**config.mk**
```make
export PLATFORM = sky130hd
export DESIGN_NAME = xml_tag_tokenizer
export DESIGN_NICKNAME = d
export VERILOG_FILES = /design/src/hdl/xtt_pkg.sv /design/src/hdl/xml_tag_tokenizer.sv /design/src/hdl/xtt_cmd_fifo.sv /design/src/hdl/xtt_front.sv /design/src/hdl/xtt_back.sv
export SDC_FILE = /design/constraint.sdc
export NUM_CORES = 1
export LEC_CHECK = 0
export ABC_AREA = 1
export BUFFER_PORTS_ARGS = -buffer_cell sky130_fd_sc_hd__buf_4
export CORE_UTILIZATION = 45
export DETAILED_ROUTE_END_ITERATION = 8
export SKIP_CTS_REPAIR_TIMING = 1
export SLEW_MARGIN = 20
export SYNTH_ARGS = -nofsm -noshare
export SYNTH_HDL_FRONTEND = slang
export SYNTH_SLANG_ARGS = --single-unit
```
**constraint.sdc**
```tcl
create_clock -name clk_i -period 5.3 [get_ports clk_i]
set_input_delay 1.06 -clock clk_i [delete_from_list [all_inputs] [get_ports clk_i]]
set_output_delay 1.06 -clock clk_i [all_outputs]
set_load 0.005 [all_outputs]
```
**src/hdl/xtt_pkg.sv**
```systemverilog
`timescale 1ns / 1ps

package xtt_pkg;

  localparam int NAME_MAX_DEF  = 32;
  localparam int CMD_DEPTH_DEF = 4;

  localparam logic [7:0] CH_LT  = 8'h3C;
  localparam logic [7:0] CH_GT  = 8'h3E;
  localparam logic [7:0] CH_QM  = 8'h3F;
  localparam logic [7:0] CH_SL  = 8'h2F;
  localparam logic [7:0] CH_SQ  = 8'h27;
  localparam logic [7:0] CH_DQ  = 8'h22;
  localparam logic [7:0] CH_SP  = 8'h20;
  localparam logic [7:0] CH_TAB = 8'h09;
  localparam logic [7:0] CH_LF  = 8'h0A;

  typedef enum logic [3:0] {
    MODE_SEARCH,
    MODE_TAG_OPEN,
    MODE_HDR,
    MODE_HDR_AFTER,
    MODE_NAME,
    MODE_ATTR,
    MODE_CLOSE,
    MODE_VALUE_LEAD,
    MODE_VALUE
  } mode_e;

  typedef enum logic [2:0] {
    EV_START_BYTE = 3'd0,
    EV_START_END  = 3'd1,
    EV_STOP_BYTE  = 3'd2,
    EV_STOP_END   = 3'd3,
    EV_VALUE_BYTE = 3'd4,
    EV_VALUE_END  = 3'd5
  } event_e;

  typedef enum logic [1:0] {
    PH_IDLE,
    PH_E0,
    PH_E1,
    PH_REPLAY
  } phase_e;

  // up to two plain events, then an optional replay of the stored start name
  typedef struct packed {
    logic       e0_v;
    event_e     e0_ev;
    logic [7:0] e0_byte;
    logic       e1_v;
    event_e     e1_ev;
    logic [7:0] e1_byte;
    logic       replay;
    logic       clr;
  } cmd_t;

  function automatic logic is_ws(input logic [7:0] b);
    return b inside {CH_SP, CH_TAB, CH_LF};
  endfunction

endpackage

```
**src/hdl/xml_tag_tokenizer.sv**
```systemverilog
// a byte's command goes via the queue and the command register into the result register
// throughput: one byte per cycle while the queue is not full, one result per cycle while
//   the receiver pops; an empty-tag replay of n name bytes gives n+1 results
// input stalls only when the command queue between front and back is full
// reset: asynchronous, active low; clears scan state, queue and result register,
//   the name memory is not cleared
`timescale 1ns / 1ps

module xml_tag_tokenizer #(
  parameter int NAME_MAX  = xtt_pkg::NAME_MAX_DEF,
  parameter int CMD_DEPTH = xtt_pkg::CMD_DEPTH_DEF
) (
  input  logic       clk_i,
  input  logic       rst_ni,
  input  logic       push,
  output logic       full,
  input  logic [7:0] in_byte_i,
  input  logic       end_of_data_i,
  output logic       empty,
  input  logic       pop,
  output logic [2:0] event_res_o,
  output logic [7:0] out_byte_o,
  output logic       last_o
);

  logic          accept;
  logic          q_push, q_pop, q_empty;
  xtt_pkg::cmd_t cmd_w, head_w;

  assign accept = push && !full;

  xtt_front u_front (
    .clk_i      (clk_i),
    .rst_ni     (rst_ni),
    .acc_i      (accept),
    .byte_i     (in_byte_i),
    .eod_i      (end_of_data_i),
    .cmd_push_o (q_push),
    .cmd_o      (cmd_w)
  );

  xtt_cmd_fifo #(
    .DEPTH (CMD_DEPTH)
  ) u_queue (
    .clk_i   (clk_i),
    .rst_ni  (rst_ni),
    .push_i  (q_push),
    .data_i  (cmd_w),
    .pop_i   (q_pop),
    .data_o  (head_w),
    .full_o  (full),
    .empty_o (q_empty)
  );

  xtt_back #(
    .NAME_MAX (NAME_MAX)
  ) u_back (
    .clk_i       (clk_i),
    .rst_ni      (rst_ni),
    .cmd_i       (head_w),
    .cmd_valid_i (!q_empty),
    .cmd_pop_o   (q_pop),
    .pop_i       (pop),
    .empty_o     (empty),
    .event_res_o (event_res_o),
    .out_byte_o  (out_byte_o),
    .last_o      (last_o)
  );

  a_cmd_not_empty: assert property (@(posedge clk_i) disable iff (!rst_ni)
    q_push |-> (cmd_w.e0_v || cmd_w.replay))
    else $error("empty command queued");

  a_second_needs_first: assert property (@(posedge clk_i) disable iff (!rst_ni)
    q_push && cmd_w.e1_v |-> cmd_w.e0_v)
    else $error("second event without first");

  a_replay_after_start_end: assert property (@(posedge clk_i) disable iff (!rst_ni)
    q_push && cmd_w.replay && cmd_w.e0_v |-> (cmd_w.e0_ev == xtt_pkg::EV_START_END))
    else $error("replay not preceded by start end");

  a_no_pop_when_empty_queue: assert property (@(posedge clk_i) disable iff (!rst_ni)
    q_pop |-> !q_empty)
    else $error("command taken from empty queue");

endmodule

```
**src/hdl/xtt_cmd_fifo.sv**
```systemverilog
`timescale 1ns / 1ps

module xtt_cmd_fifo #(
  parameter int DEPTH = xtt_pkg::CMD_DEPTH_DEF
) (
  input  logic          clk_i,
  input  logic          rst_ni,
  input  logic          push_i,
  input  xtt_pkg::cmd_t data_i,
  input  logic          pop_i,
  output xtt_pkg::cmd_t data_o,
  output logic          full_o,
  output logic          empty_o
);

  localparam int PW = (DEPTH > 1) ? $clog2(DEPTH) : 1;
  localparam int CW = $clog2(DEPTH + 1);

  xtt_pkg::cmd_t entry_q [DEPTH];
  logic [PW-1:0] wr_ptr_q, wr_ptr_d;
  logic [PW-1:0] rd_ptr_q, rd_ptr_d;
  logic [CW-1:0] cnt_q, cnt_d;
  logic          do_push, do_pop;

  assign full_o  = (cnt_q == CW'(DEPTH));
  assign empty_o = (cnt_q == '0);
  assign do_push = push_i && !full_o;
  assign do_pop  = pop_i && !empty_o;
  assign data_o  = entry_q[rd_ptr_q];

  always_comb begin
    wr_ptr_d = wr_ptr_q;
    rd_ptr_d = rd_ptr_q;
    cnt_d    = cnt_q;
    if (do_push) begin
      wr_ptr_d = (wr_ptr_q == PW'(DEPTH - 1)) ? '0 : wr_ptr_q + 1'b1;
    end
    if (do_pop) begin
      rd_ptr_d = (rd_ptr_q == PW'(DEPTH - 1)) ? '0 : rd_ptr_q + 1'b1;
    end
    if (do_push && !do_pop) begin
      cnt_d = cnt_q + 1'b1;
    end else if (do_pop && !do_push) begin
      cnt_d = cnt_q - 1'b1;
    end
  end

  always_ff @(posedge clk_i or negedge rst_ni) begin
    if (!rst_ni) begin
      wr_ptr_q <= '0;
      rd_ptr_q <= '0;
      cnt_q    <= '0;
    end else begin
      wr_ptr_q <= wr_ptr_d;
      rd_ptr_q <= rd_ptr_d;
      cnt_q    <= cnt_d;
    end
  end

  always_ff @(posedge clk_i) begin
    if (do_push) begin
      entry_q[wr_ptr_q] <= data_i;
    end
  end

endmodule

```
**src/hdl/xtt_front.sv**
```systemverilog
`timescale 1ns / 1ps

module xtt_front (
  input  logic          clk_i,
  input  logic          rst_ni,
  input  logic          acc_i,
  input  logic [7:0]    byte_i,
  input  logic          eod_i,
  output logic          cmd_push_o,
  output xtt_pkg::cmd_t cmd_o
);

  xtt_pkg::mode_e mode_q, mode_d, mode_nx;
  logic           pend_q, pend_d;
  logic [7:0]     quote_q, quote_d;
  logic [7:0]     prev_q, prev_d;

  // next state
  always_comb begin
    logic       pv;
    logic [7:0] qc;
    pv      = 1'b0;
    qc      = '0;
    mode_nx = mode_q;
    pend_d  = pend_q;
    quote_d = quote_q;
    prev_d  = prev_q;
    if (acc_i) begin
      prev_d = byte_i;
      case (mode_q)
        xtt_pkg::MODE_TAG_OPEN, xtt_pkg::MODE_NAME: begin
          pv      = (mode_q == xtt_pkg::MODE_NAME) && pend_q;
          qc      = (mode_q == xtt_pkg::MODE_NAME) ? quote_q : '0;
          pend_d  = pv;
          quote_d = qc;
          if (mode_q == xtt_pkg::MODE_TAG_OPEN && byte_i == xtt_pkg::CH_QM) begin
            mode_nx = xtt_pkg::MODE_HDR;
          end else if (mode_q == xtt_pkg::MODE_TAG_OPEN && byte_i == xtt_pkg::CH_SL) begin
            mode_nx = xtt_pkg::MODE_CLOSE;
          end else begin
            mode_nx = xtt_pkg::MODE_NAME;
            if (qc != '0) begin
              if (byte_i == qc) begin
                quote_d = '0;
              end
            end else if (byte_i == xtt_pkg::CH_GT) begin
              mode_nx = pv ? xtt_pkg::MODE_SEARCH : xtt_pkg::MODE_VALUE_LEAD;
              pend_d  = 1'b0;
            end else begin
              pend_d = 1'b0;
              if (xtt_pkg::is_ws(byte_i)) begin
                mode_nx = xtt_pkg::MODE_ATTR;
              end else if (byte_i == xtt_pkg::CH_SL) begin
                pend_d = 1'b1;
              end else if (byte_i inside {xtt_pkg::CH_SQ, xtt_pkg::CH_DQ}) begin
                quote_d = byte_i;
              end
            end
          end
        end
        xtt_pkg::MODE_HDR: begin
          if (byte_i == xtt_pkg::CH_QM) begin
            mode_nx = xtt_pkg::MODE_HDR_AFTER;
          end
        end
        xtt_pkg::MODE_HDR_AFTER: begin
          mode_nx = xtt_pkg::MODE_SEARCH;
        end
        xtt_pkg::MODE_ATTR: begin
          if (byte_i == xtt_pkg::CH_GT) begin
            mode_nx = (prev_q == xtt_pkg::CH_SL) ? xtt_pkg::MODE_SEARCH
                                                 : xtt_pkg::MODE_VALUE_LEAD;
          end
        end
        xtt_pkg::MODE_CLOSE: begin
          if (byte_i == xtt_pkg::CH_GT) begin
            mode_nx = (prev_q != xtt_pkg::CH_SL) ? xtt_pkg::MODE_VALUE_LEAD
                                                 : xtt_pkg::MODE_SEARCH;
          end
        end
        xtt_pkg::MODE_VALUE_LEAD: begin
          if (byte_i == xtt_pkg::CH_LT) begin
            mode_nx = xtt_pkg::MODE_TAG_OPEN;
          end else if (!xtt_pkg::is_ws(byte_i)) begin
            mode_nx = xtt_pkg::MODE_VALUE;
          end
        end
        xtt_pkg::MODE_VALUE: begin
          if (byte_i == xtt_pkg::CH_LT) begin
            mode_nx = xtt_pkg::MODE_TAG_OPEN;
          end
        end
        default: begin
          mode_nx = xtt_pkg::MODE_SEARCH;
          if (byte_i == xtt_pkg::CH_LT) begin
            mode_nx = xtt_pkg::MODE_TAG_OPEN;
          end else if (byte_i == xtt_pkg::CH_GT && prev_q != xtt_pkg::CH_SL) begin
            mode_nx = xtt_pkg::MODE_VALUE_LEAD;
          end
        end
      endcase
    end
    mode_d = mode_nx;
    if (acc_i && eod_i) begin
      mode_d  = xtt_pkg::MODE_SEARCH;
      pend_d  = 1'b0;
      quote_d = '0;
      prev_d  = '0;
    end
  end

  // command for the back end
  always_comb begin
    logic              pv;
    logic [7:0]        qc;
    logic              sa_v, sb_v;
    xtt_pkg::event_e   sb_ev;
    logic [7:0]        sb_b;
    pv     = 1'b0;
    qc     = '0;
    sa_v   = 1'b0;
    sb_v   = 1'b0;
    sb_ev  = xtt_pkg::EV_START_BYTE;
    sb_b   = '0;
    cmd_o  = '0;
    case (mode_q)
      xtt_pkg::MODE_TAG_OPEN, xtt_pkg::MODE_NAME: begin
        pv        = (mode_q == xtt_pkg::MODE_NAME) && pend_q;
        qc        = (mode_q == xtt_pkg::MODE_NAME) ? quote_q : '0;
        cmd_o.clr = (mode_q == xtt_pkg::MODE_TAG_OPEN);
        if (mode_q == xtt_pkg::MODE_TAG_OPEN &&
            (byte_i == xtt_pkg::CH_QM || byte_i == xtt_pkg::CH_SL)) begin
          sb_v = 1'b0;
        end else if (qc != '0) begin
          sb_v = 1'b1;
          sb_b = byte_i;
        end else if (byte_i == xtt_pkg::CH_GT) begin
          sb_v         = 1'b1;
          sb_ev        = xtt_pkg::EV_START_END;
          cmd_o.replay = pv;
        end else begin
          sa_v = pv;
          if (xtt_pkg::is_ws(byte_i)) begin
            sb_v  = 1'b1;
            sb_ev = xtt_pkg::EV_START_END;
          end else if (byte_i != xtt_pkg::CH_SL) begin
            sb_v = 1'b1;
            sb_b = byte_i;
          end
        end
      end
      xtt_pkg::MODE_ATTR: begin
        cmd_o.replay = (byte_i == xtt_pkg::CH_GT) && (prev_q == xtt_pkg::CH_SL);
      end
      xtt_pkg::MODE_CLOSE: begin
        sb_v = 1'b1;
        if (byte_i == xtt_pkg::CH_GT) begin
          sb_ev = xtt_pkg::EV_STOP_END;
        end else begin
          sb_ev = xtt_pkg::EV_STOP_BYTE;
          sb_b  = byte_i;
        end
      end
      xtt_pkg::MODE_VALUE_LEAD: begin
        if (byte_i != xtt_pkg::CH_LT && !xtt_pkg::is_ws(byte_i)) begin
          sb_v  = 1'b1;
          sb_ev = xtt_pkg::EV_VALUE_BYTE;
          sb_b  = byte_i;
        end
      end
      xtt_pkg::MODE_VALUE: begin
        sb_v = 1'b1;
        if (byte_i == xtt_pkg::CH_LT) begin
          sb_ev = xtt_pkg::EV_VALUE_END;
        end else begin
          sb_ev = xtt_pkg::EV_VALUE_BYTE;
          sb_b  = byte_i;
        end
      end
      default: begin
        sb_v = 1'b0;
      end
    endcase

    // held-back slash goes first
    if (sa_v) begin
      cmd_o.e0_v    = 1'b1;
      cmd_o.e0_ev   = xtt_pkg::EV_START_BYTE;
      cmd_o.e0_byte = xtt_pkg::CH_SL;
      cmd_o.e1_v    = sb_v;
      cmd_o.e1_ev   = sb_ev;
      cmd_o.e1_byte = sb_b;
    end else begin
      cmd_o.e0_v    = sb_v;
      cmd_o.e0_ev   = sb_ev;
      cmd_o.e0_byte = sb_b;
      cmd_o.e1_ev   = xtt_pkg::EV_START_BYTE;
    end

    // open value closed by end of data
    if (eod_i && mode_nx == xtt_pkg::MODE_VALUE) begin
      if (cmd_o.e0_v) begin
        cmd_o.e1_v    = 1'b1;
        cmd_o.e1_ev   = xtt_pkg::EV_VALUE_END;
        cmd_o.e1_byte = '0;
      end else begin
        cmd_o.e0_v    = 1'b1;
        cmd_o.e0_ev   = xtt_pkg::EV_VALUE_END;
        cmd_o.e0_byte = '0;
      end
    end

    cmd_push_o = acc_i && (cmd_o.e0_v || cmd_o.replay);
  end

  always_ff @(posedge clk_i or negedge rst_ni) begin
    if (!rst_ni) begin
      mode_q  <= xtt_pkg::MODE_SEARCH;
      pend_q  <= 1'b0;
      quote_q <= '0;
      prev_q  <= '0;
    end else begin
      mode_q  <= mode_d;
      pend_q  <= pend_d;
      quote_q <= quote_d;
      prev_q  <= prev_d;
    end
  end

endmodule

```
**src/hdl/xtt_back.sv**
```systemverilog
`timescale 1ns / 1ps

module xtt_back #(
  parameter int NAME_MAX = xtt_pkg::NAME_MAX_DEF
) (
  input  logic          clk_i,
  input  logic          rst_ni,
  input  xtt_pkg::cmd_t cmd_i,
  input  logic          cmd_valid_i,
  output logic          cmd_pop_o,
  input  logic          pop_i,
  output logic          empty_o,
  output logic [2:0]    event_res_o,
  output logic [7:0]    out_byte_o,
  output logic          last_o
);

  localparam int AW = $clog2(NAME_MAX);
  localparam int LW = $clog2(NAME_MAX + 1);

  xtt_pkg::phase_e phase_q, phase_d;
  xtt_pkg::cmd_t   cur_q, cur_d;
  logic [LW-1:0]   idx_q, idx_d;
  logic [LW-1:0]   len_q, len_d;
  logic [7:0]      name_mem [NAME_MAX];
  logic [7:0]      rd_data_q;

  logic            res_valid_q, res_valid_d;
  xtt_pkg::event_e res_ev_q;
  logic [7:0]      res_byte_q;
  logic            res_last_q;

  logic            adv, done, wr_en, load;
  xtt_pkg::event_e cur_ev;
  logic [7:0]      cur_byte;

  assign adv = (phase_q != xtt_pkg::PH_IDLE) && (!res_valid_q || pop_i);

  // current beat
  always_comb begin
    cur_ev   = xtt_pkg::EV_STOP_END;
    cur_byte = '0;
    done     = 1'b0;
    case (phase_q)
      xtt_pkg::PH_E0: begin
        cur_ev   = cur_q.e0_ev;
        cur_byte = cur_q.e0_byte;
        done     = !cur_q.e1_v && !cur_q.replay;
      end
      xtt_pkg::PH_E1: begin
        cur_ev   = cur_q.e1_ev;
        cur_byte = cur_q.e1_byte;
        done     = !cur_q.replay;
      end
      xtt_pkg::PH_REPLAY: begin
        if (idx_q < len_q) begin
          cur_ev   = xtt_pkg::EV_STOP_BYTE;
          cur_byte = rd_data_q;
        end else begin
          done = 1'b1;
        end
      end
      default: begin
        done = 1'b0;
      end
    endcase
    wr_en     = adv && (cur_ev == xtt_pkg::EV_START_BYTE) && (len_q < LW'(NAME_MAX));
    load      = cmd_valid_i && ((phase_q == xtt_pkg::PH_IDLE) || (adv && done));
    cmd_pop_o = load;
  end

  // next state
  always_comb begin
    phase_d = phase_q;
    if (adv) begin
      case (phase_q)
        xtt_pkg::PH_E0: begin
          if (cur_q.e1_v) begin
            phase_d = xtt_pkg::PH_E1;
          end else if (cur_q.replay) begin
            phase_d = xtt_pkg::PH_REPLAY;
          end else begin
            phase_d = xtt_pkg::PH_IDLE;
          end
        end
        xtt_pkg::PH_E1: begin
          phase_d = cur_q.replay ? xtt_pkg::PH_REPLAY : xtt_pkg::PH_IDLE;
        end
        xtt_pkg::PH_REPLAY: begin
          phase_d = done ? xtt_pkg::PH_IDLE : xtt_pkg::PH_REPLAY;
        end
        default: begin
          phase_d = xtt_pkg::PH_IDLE;
        end
      endcase
    end
    if (load) begin
      if (cmd_i.e0_v) begin
        phase_d = xtt_pkg::PH_E0;
      end else if (cmd_i.e1_v) begin
        phase_d = xtt_pkg::PH_E1;
      end else begin
        phase_d = xtt_pkg::PH_REPLAY;
      end
    end
  end

  always_comb begin
    cur_d = load ? cmd_i : cur_q;

    if (load || phase_q != xtt_pkg::PH_REPLAY) begin
      idx_d = '0;
    end else if (adv) begin
      idx_d = idx_q + 1'b1;
    end else begin
      idx_d = idx_q;
    end

    len_d = len_q;
    if (wr_en) begin
      len_d = len_q + 1'b1;
    end
    if (load && cmd_i.clr) begin
      len_d = '0;
    end

    res_valid_d = res_valid_q;
    if (adv) begin
      res_valid_d = 1'b1;
    end else if (pop_i) begin
      res_valid_d = 1'b0;
    end
  end

  always_ff @(posedge clk_i or negedge rst_ni) begin
    if (!rst_ni) begin
      phase_q     <= xtt_pkg::PH_IDLE;
      idx_q       <= '0;
      len_q       <= '0;
      res_valid_q <= 1'b0;
    end else begin
      phase_q     <= phase_d;
      idx_q       <= idx_d;
      len_q       <= len_d;
      res_valid_q <= res_valid_d;
    end
  end

  always_ff @(posedge clk_i) begin
    cur_q <= cur_d;
    if (adv) begin
      res_ev_q   <= cur_ev;
      res_byte_q <= cur_byte;
      res_last_q <= done;
    end
  end

  always_ff @(posedge clk_i) begin
    if (wr_en) begin
      name_mem[len_q[AW-1:0]] <= cur_byte;
    end
    rd_data_q <= name_mem[idx_d[AW-1:0]];
  end

  assign empty_o     = !res_valid_q;
  assign event_res_o = res_ev_q;
  assign out_byte_o  = res_byte_q;
  assign last_o      = res_last_q;

endmodule

```
==> run summary, run 1 <==
The buffer depth of the longest clock path is 3. Synthesis produced a netlist whose cell count is 1945. The wire length of the first global-routing pass is 76.68 mm. The share of the Yosys chip area taken by registers is 0.6558. The count of vias placed by the detailed router came out at 13628. In the global route stage, overall resource usage came out at 0.2235. The via count of the first global-routing pass came out at 13285. Synthesis instantiated 52 different standard cells from the library. The sort of element at the end of the critical path is a register. The CTS tree is done. The via density per instance came out at 5.274. Setup violations remaining at the end of the flow were counted as 0.

The mapped netlist covers 20020 sq um. In this run the worst hold path is classified as reg -> reg. The count of final hold-check violations came out at 0.

Clock tree synthesis inserted a total of 46 buffers. The area of the placeable core came out at 43460 sq um. The pin count of the biggest net entering global routing is 84.

Total power for the finished layout comes to 11.41 mW. The count of clock tree sinks is 447. The flow ran to the end, and the final reports show no timing, DRC or antenna violations.

The wire length per cell after detailed routing is 19.02 microns. The leakage power summed over all cells came out at 9.192 nW. The number of nets with antenna violations after detailed routing is 0. The initial utilization of the core area, before any placement, comes to 0.4606.

The maximum frequency from static timing analysis came out at 258.6 MHz. The number of max-slew violations in the final report is 0. The total of fill cells in the finished design is 3953. Compared with the post-synthesis result, the final layout area differs by 10.52%. During synthesis, Yosys emitted a total of 0 warnings. From left edge to right edge, the die measures 212.9 microns. The final critical-path required period is 3.867 ns. The floorplan row count is 76.

The clock latency reported for the late side of the worst-skew pair came out at 0.56 ns. The number of synthesized register bits is 447. Summed over all layers, the global routing overflow is 0. The share of post-route cells with drive strength above 1 came out at 0.08104. For this run, design rule violations remaining after detail routing come to 0. The final worst hold slack came out at 0.4883 ns. The number of nets in the finished design is 1992. The peak supply drop came out at 0.2950 mV. The final instance count without filler cells is 2584. The final estimated routing congestion in global placement is 0.8957. The floorplan step defined a die boundary enclosing 45330 sq um.

Once placement finished, the instance area stood at 20770 sq um. The detailed-placement wirelength estimate is 29.63 mm. The number of placed instances with taps included is 2499. The power density relative to cell area is 515.6 nW/um^2. In the final timing run, aggregate negative setup slack is 0 ns. The critical path arrival came out at 4.30 ns.

Across the run, the number of max-cap violations was 0. The count of buffers added on input and output ports is 26. In this run the vertical extent of the chip is 212.9 microns.

The worst setup path is launched from a register. The initial antenna violation count is 0. The number of diodes came out at 0. The number of optimization iterations in the first detailed-route pass is 6. For this block, the routed nets add up to 49.16 mm of wire. For the final database, setup skew stands at 0.02172 ns. In the finished design, the share of the clock period the worst path needs comes to 0.7297. The total number of H-tree levels is 2. Setup repair after global routing left no endpoint under its margin. The starting DRC count in detailed routing is 1044.

The worst slew slack as a fraction of its limit is 0.2824. The maximum fanout encountered on the critical timing path came out at 83. The cell sitting at the root of the clock tree is a sky130_fd_sc_hd__clkbuf_16. At the pin with the least slew margin, the transition time is 1.075 ns. The critical path is of the reg -> reg type. The number of top-level pins came out at 27. The area of all placed cells without fillers is 22120 sq um. After clock tree synthesis, the clock-pin slew on the worst setup and hold paths is 0.06 ns.

For the worst setup path, the data required time is 5.73 ns. The per-instance average area after synthesis is 10.29 sq um.
==> worst max-delay path, cell delays in order, from the launching register on <==
cell	delay, ns
sky130_fd_sc_hd__dfrtp_1	0.41
sky130_fd_sc_hd__inv_1	0.20
sky130_fd_sc_hd__ha_1	0.27
sky130_fd_sc_hd__nand2_1	0.08
sky130_fd_sc_hd__inv_1	0.04
sky130_fd_sc_hd__a21oi_1	0.17
sky130_fd_sc_hd__nand2_1	0.09
sky130_fd_sc_hd__nand2_1	0.11
sky130_fd_sc_hd__nand2_1	0.13
sky130_fd_sc_hd__nand2_1	0.09
sky130_fd_sc_hd__nand2_2	0.06
sky130_fd_sc_hd__nand2_4	0.31
sky130_fd_sc_hd__nand3_4	0.39
sky130_fd_sc_hd__buf_12	0.39
sky130_fd_sc_hd__buf_4	0.28
sky130_fd_sc_hd__nand3_1	0.14
sky130_fd_sc_hd__nand3_1	0.08
sky130_fd_sc_hd__nand3_1	0.12
sky130_fd_sc_hd__nand2_1	0.12
sky130_fd_sc_hd__nand2_1	0.10
sky130_fd_sc_hd__nand2_1	0.08
==> where the power goes <==
group | leakage, nW | internal, mW | total (mW) | switching [mW]
Sequential | 4.26 | 4.83 | 5.00 | 0.170
Combinational | 4.28 | 0.775 | 3.43 | 2.66
Clock | 0.654 | 1.68 | 2.97 | 1.29
==> per-stage QoR <==
stage	setup slack [ns]	utilization
floorplan	1.441	-
global placement	1.387	0.4779
detailed placement	1.340	0.4779
CTS	1.455	0.5091
global route	1.186	0.5091
finish	1.433	0.5091
==> Yosys cell counts (all sizes together) <==
library cell / instances / area share
nand2: 371 / 0.071
o21bai: 1 / 0.00056
a32oi: 1 / 0.00044
nor2: 279 / 0.054
o311ai: 2 / 0.00088
o22ai: 28 / 0.0088
a31oi: 3 / 0.00094
inv: 287 / 0.054
clkbuf: 39 / 0.0073
buf: 44 / 0.015
o21a: 2 / 0.00075
a21oi: 12 / 0.0039
xnor2: 1 / 0.00044
dfrtp: 43 / 0.054
a211oi: 1 / 0.00038
mux2: 1 / 0.00056
nor3: 14 / 0.0048
nand3b: 2 / 0.00094
fa: 1 / 0.0010
a21o: 1 / 0.00038
clkinv: 4 / 0.00075
o21ai: 84 / 0.021
nor4: 2 / 0.00094
nand3: 200 / 0.051
or2: 5 / 0.0017
nand4: 71 / 0.022
xor2: 14 / 0.0061
edfxtp: 396 / 0.59
o31ai: 9 / 0.0034
ha: 16 / 0.010
dfxtp: 8 / 0.0080
a22o: 2 / 0.00088
conb: 1 / 0.00019
==> worst paths after layout <==
path | depth (start not counted) | start | slack (ns) | to
setup reg to reg | 20 | u_back.len_q[4] | 1.43 | u_back.rd_data_q[3]
hold reg to reg | 2 | u_front.prev_q[3] | 0.49 | u_front.prev_q[3]
hold / removal | 2 | u_front.prev_q[3] | 0.49 | u_front.prev_q[3]
max in group asynchronous | 1 | rst_ni | 4.35 | u_front.prev_q[4]
setup / recovery | 20 | u_back.len_q[4] | 1.43 | u_back.rd_data_q[3]
min in group asynchronous | 1 | rst_ni | 0.51 | u_back.idx_q[4]
==> layer usage <==
layer,global-route usage,vias to the layer above,share of wire
met5,0,-,0
met4,0.07120,0,0.027
met3,0.03015,91,0.050
met2,0.3753,391,0.49
met1,0.3002,6610,0.43
li1,-,6536,-
==> kinds of logic (layout without fill, tap and decap cells) <==
logic type / after synthesis / in the layout / synth area share
xor+xnor: 15 / 15 / 0.006564
simple gates: 944 / 944 / 0.2066
fa+ha+maj: 17 / 17 / 0.01100
other cells: 1 / 4 / 0.0001873
buf+inv: 374 / 425 / 0.07663
compound gates: 146 / 146 / 0.04263
flops: 447 / 447 / 0.6558
mux: 1 / 1 / 0.0005625
==> sequential cells by signal, summed over array words and instances, names as in the netlist, 4 cells and up <==
name,cells
u_back.len_q,6
u_front.quote_q,8
u_back.cur_q,24
u_front.prev_q,8
u_back.out_byte_o,8
u_back.idx_q,6
u_front.mode_q,4
u_back.rd_data_q,8
u_back.name_mem,256
u_queue.entry_q,104
==> layout make-up <==
cell class	instances	area, sq um	share of cell area
Clock buffer	76	1305	0.05899
Tap cell	585	732.0	0.03309
Sequential cell	447	13130	0.5934
Inverter	291	1095	0.04949
Clock inverter	9	48.80	0.002206
Multi-Input combinational cell	1127	5409	0.2445
Timing Repair Buffer	49	405.4	0.01832
==> cell usage in the layout (no fill, tap or decap), types with 3 or more instances in the layout <==
cell,synthesis,final
sky130_fd_sc_hd__nor3_2,3,3
sky130_fd_sc_hd__nand2_2,8,9
sky130_fd_sc_hd__inv_1,274,274
sky130_fd_sc_hd__buf_4,15,46
sky130_fd_sc_hd__nand2_1,361,360
sky130_fd_sc_hd__clkbuf_1,39,27
sky130_fd_sc_hd__ha_1,16,16
sky130_fd_sc_hd__nand4_1,71,71
sky130_fd_sc_hd__dfxtp_1,8,8
sky130_fd_sc_hd__buf_12,0,3
sky130_fd_sc_hd__nor2_2,3,7
sky130_fd_sc_hd__a21oi_1,9,9
sky130_fd_sc_hd__dfrtp_1,43,43
sky130_fd_sc_hd__edfxtp_1,396,396
sky130_fd_sc_hd__a31oi_1,3,3
sky130_fd_sc_hd__nor2_4,4,4
sky130_fd_sc_hd__nor2_1,272,268
sky130_fd_sc_hd__o22ai_1,28,28
sky130_fd_sc_hd__clkbuf_16,0,47
sky130_fd_sc_hd__o21ai_0,76,76
sky130_fd_sc_hd__or2_2,4,4
sky130_fd_sc_hd__nand3_1,198,195
sky130_fd_sc_hd__inv_2,12,12
sky130_fd_sc_hd__o21ai_1,6,6
sky130_fd_sc_hd__nand3_2,2,3
sky130_fd_sc_hd__conb_1,1,4
sky130_fd_sc_hd__o31ai_1,9,9
sky130_fd_sc_hd__clkinv_2,0,4
sky130_fd_sc_hd__xor2_1,14,14
sky130_fd_sc_hd__clkinv_1,4,7
sky130_fd_sc_hd__nor3_1,10,10
Power figures use the tool's default switching activity.
==> run 2, diff against run 1 <==
==> constraint.sdc (replaced) <==
create_clock -name clk_i -period 3.3 [get_ports clk_i]
set_input_delay 0.66 -clock clk_i [delete_from_list [all_inputs] [get_ports clk_i]]
set_output_delay 0.66 -clock clk_i [all_outputs]
set_load 0.005 [all_outputs]
==> run 2 against run 1 <==
Sequential power up 61%. Clock power is 72% higher. Final cell count is 2.9% higher.
==> run summary, run 2 (synthesis results as in run 1) <==
Outcome: finished clean (unchanged). The buffer depth of the longest clock path came out at 3 (unchanged). The overall track demand over capacity in global routing came out at 0.2215 (was 0.2235). The clock latency reported for the late side of the worst-skew pair is 0.58 ns (was 0.56 ns). The instance area after placement came out at 21350 sq um (was 20770 sq um).

The starting density of the core came out at 0.4606 (unchanged). The number of diodes was 0 (unchanged). Leading cell types in the layout, fill and taps excluded: sky130_fd_sc_hd__edfxtp_1 (396), sky130_fd_sc_hd__nand2_1 (360), sky130_fd_sc_hd__inv_1 (274) (unchanged). The layout overhead on the synthesized area is 14.66% (was 10.52%).

The count of clock tree sinks came out at 447 (unchanged). The number of nets in the finished design is 2069 (was 1992). The share of post-route cells with drive strength above 1 came out at 0.1186 (was 0.08104).

The number of optimization iterations in the first detailed-route pass is 6 (unchanged). The number of failing setup endpoints in the final timing report came out at 0 (unchanged). The leakage power summed over all cells is 9.649 nW (was 9.192 nW). The path class of the lowest-slack min-delay path was in -> async (was reg -> reg). The number of max-slew violations in the final report is 0 (unchanged). The critical path start-end classification is reg -> reg (unchanged). The CTS buffer count is 48 (was 46).

The starting DRC count in detailed routing came out at 1066 (was 1044). The wire length of the first global-routing pass is 75.46 mm (was 76.68 mm). The number of placed instances with taps included is 2565 (was 2499). The CTS tree is done (unchanged). The sum of overflow across all layers after global routing is 0 (unchanged). The power density relative to cell area came to 827.5 nW/um^2 (was 515.6 nW/um^2). The final estimated routing congestion in global placement is 0.8612 (was 0.8957). The count of vias placed by the detailed router came out at 13704 (was 13628). Setup repair after global routing missed its margin: false (unchanged). The pin count of the biggest net entering global routing came out at 65 (was 84).

The sort of element at the end of the critical path is a register (unchanged). The startpoint type of the worst setup path was a register (unchanged). The register-to-register setup slack came out at 0.23 ns (was 1.43 ns). The number of maximum-capacitance constraint violations came out at 0 (unchanged). The die span in y is 212.9 microns (unchanged). The most common cell after layout, fill and taps aside is sky130_fd_sc_hd__edfxtp_1 (unchanged). The pin slew with the least headroom to its limit is 0.6254 ns (was 1.075 ns). The die footprint came out at 45330 sq um (unchanged). The area of all placed cells without fillers is 22950 sq um (was 22120 sq um). The cell at the root of the clock tree is sky130_fd_sc_hd__clkbuf_16 (unchanged). The critical path arrival came out at 3.53 ns (was 4.30 ns). The detailed-placement wirelength estimate is 29.92 mm (was 29.63 mm).

The via count of the first global-routing pass is 13373 (was 13285). The floorplan row count came to 76 (unchanged). The final instance count without filler cells was 2660 (was 2584). The worst slew slack as a fraction of its limit was 0.5830 (was 0.2824). The quantity of I/O buffers inserted on ports is 26 (unchanged). The detailed-route DRC error count is 0 (unchanged). The final critical-path required period is 3.070 ns (was 3.867 ns). The via density per instance came out at 5.152 (was 5.274). The final worst clock skew is 0.01171 ns (was 0.02172 ns). The initial antenna violation count is 0 (unchanged). The peak supply drop is 0.6507 mV (was 0.2950 mV). The data required time of the worst path came out at 3.76 ns (was 5.73 ns).

The maximum frequency from static timing analysis came out at 325.7 MHz (was 258.6 MHz). The number of top-level pins is 27 (unchanged). The die width was 212.9 microns (unchanged). The count of final hold-check violations came out at 0 (unchanged). The maximum fanout encountered on the critical timing path is 6 (was 83). The total number of H-tree levels is 2 (unchanged). The area of the placeable core came out at 43460 sq um (unchanged).

The wire length per cell after detailed routing is 18.49 microns (was 19.02 microns). The clock slew seen by the registers of the worst setup and hold paths came to 0.06 ns (about the same). The portion of the clock cycle consumed by the worst path in the final layout came to 0.9304 (was 0.7297). The final wirelength came out at 49.19 mm (was 49.16 mm).

The number of flip-flops in the largest register came out at 256 (unchanged). The number of nets with antenna violations after detailed routing is 0 (unchanged).
## run 2: critical path, stage by stage, from the launching register on
cell and delay (ns):
sky130_fd_sc_hd__dfrtp_1 0.43, sky130_fd_sc_hd__nor2_1 0.16, sky130_fd_sc_hd__inv_1 0.12, sky130_fd_sc_hd__nor2_4 0.18, sky130_fd_sc_hd__nand2_1 0.16, sky130_fd_sc_hd__nand4_1 0.13, sky130_fd_sc_hd__inv_1 0.05, sky130_fd_sc_hd__nand2_2 0.12
sky130_fd_sc_hd__nor3_1 0.08, sky130_fd_sc_hd__a21o_1 0.18, sky130_fd_sc_hd__nand3b_2 0.24, sky130_fd_sc_hd__nand2_4 0.09, sky130_fd_sc_hd__inv_4 0.06, sky130_fd_sc_hd__ha_1 0.18, sky130_fd_sc_hd__inv_1 0.10, sky130_fd_sc_hd__fa_1 0.42
sky130_fd_sc_hd__mux2_2 0.27
## run 2: per-stage QoR
step	setup slack, ns	hold slack (ns)	setup TNS, ns	utilization	total power [mW]
CTS	0.1890	0.09506	0	0.5254	19.04
detailed placement	-0.03514	0.4705	-0.04954	0.4913	13.90
global placement	0.05093	0.4677	0	0.4913	13.77
finish	0.2295	0.1042	0	0.5281	18.99
global route	0.02351	0.1350	0	0.5281	19.94
floorplan	-0.1586	0.3644	-16.49	-	11.51
## run 2: worst paths after layout
| path | start | endpoint | cells past startpoint |
|---|---|---|---|
| setup / recovery | u_front.mode_q[1] | u_queue.cnt_q[1] | 16 |
| hold / removal | rst_ni | u_front.prev_q[3] | 1 |
| setup reg to reg | u_front.mode_q[1] | u_queue.cnt_q[1] | 16 |
| hold reg to reg | u_front.prev_q[2] | u_front.prev_q[2] | 2 |
| max in group asynchronous | rst_ni | u_queue.cnt_q[2] | 1 |
| min in group clk_i | pop | u_back.res_valid_q | 2 |
## run 2: power by group
group / internal [mW] / leakage (nW) / switching (mW)
Combinational: 1.52 / 4.69 / 4.31
Sequential: 7.73 / 4.26 / 0.301
Clock: 2.97 / 0.698 / 2.15
Total: 12.2 / 9.65 / 6.77
## run 2: area by class of cell
cell class | count | area (sq um)
clock buffer | 66 | 1290
clock inverter | 20 | 188.9
sequential | 447 | 13130
timing repair buffer | 120 | 1059
tap | 585 | 732.0
fill | 3839 | 20510
inverter | 291 | 1097
multi-input combinational | 1131 | 5456
## run 2: layer usage
layer | vias up | wire (microns) | track usage
li1 | 6697 | - | -
met4 | 0 | 1955 | 0.1015
met3 | 108 | 2204 | 0.02721
met5 | - | 0 | 0
met2 | 344 | 23930 | 0.3776
met1 | 6555 | 21110 | 0.2818
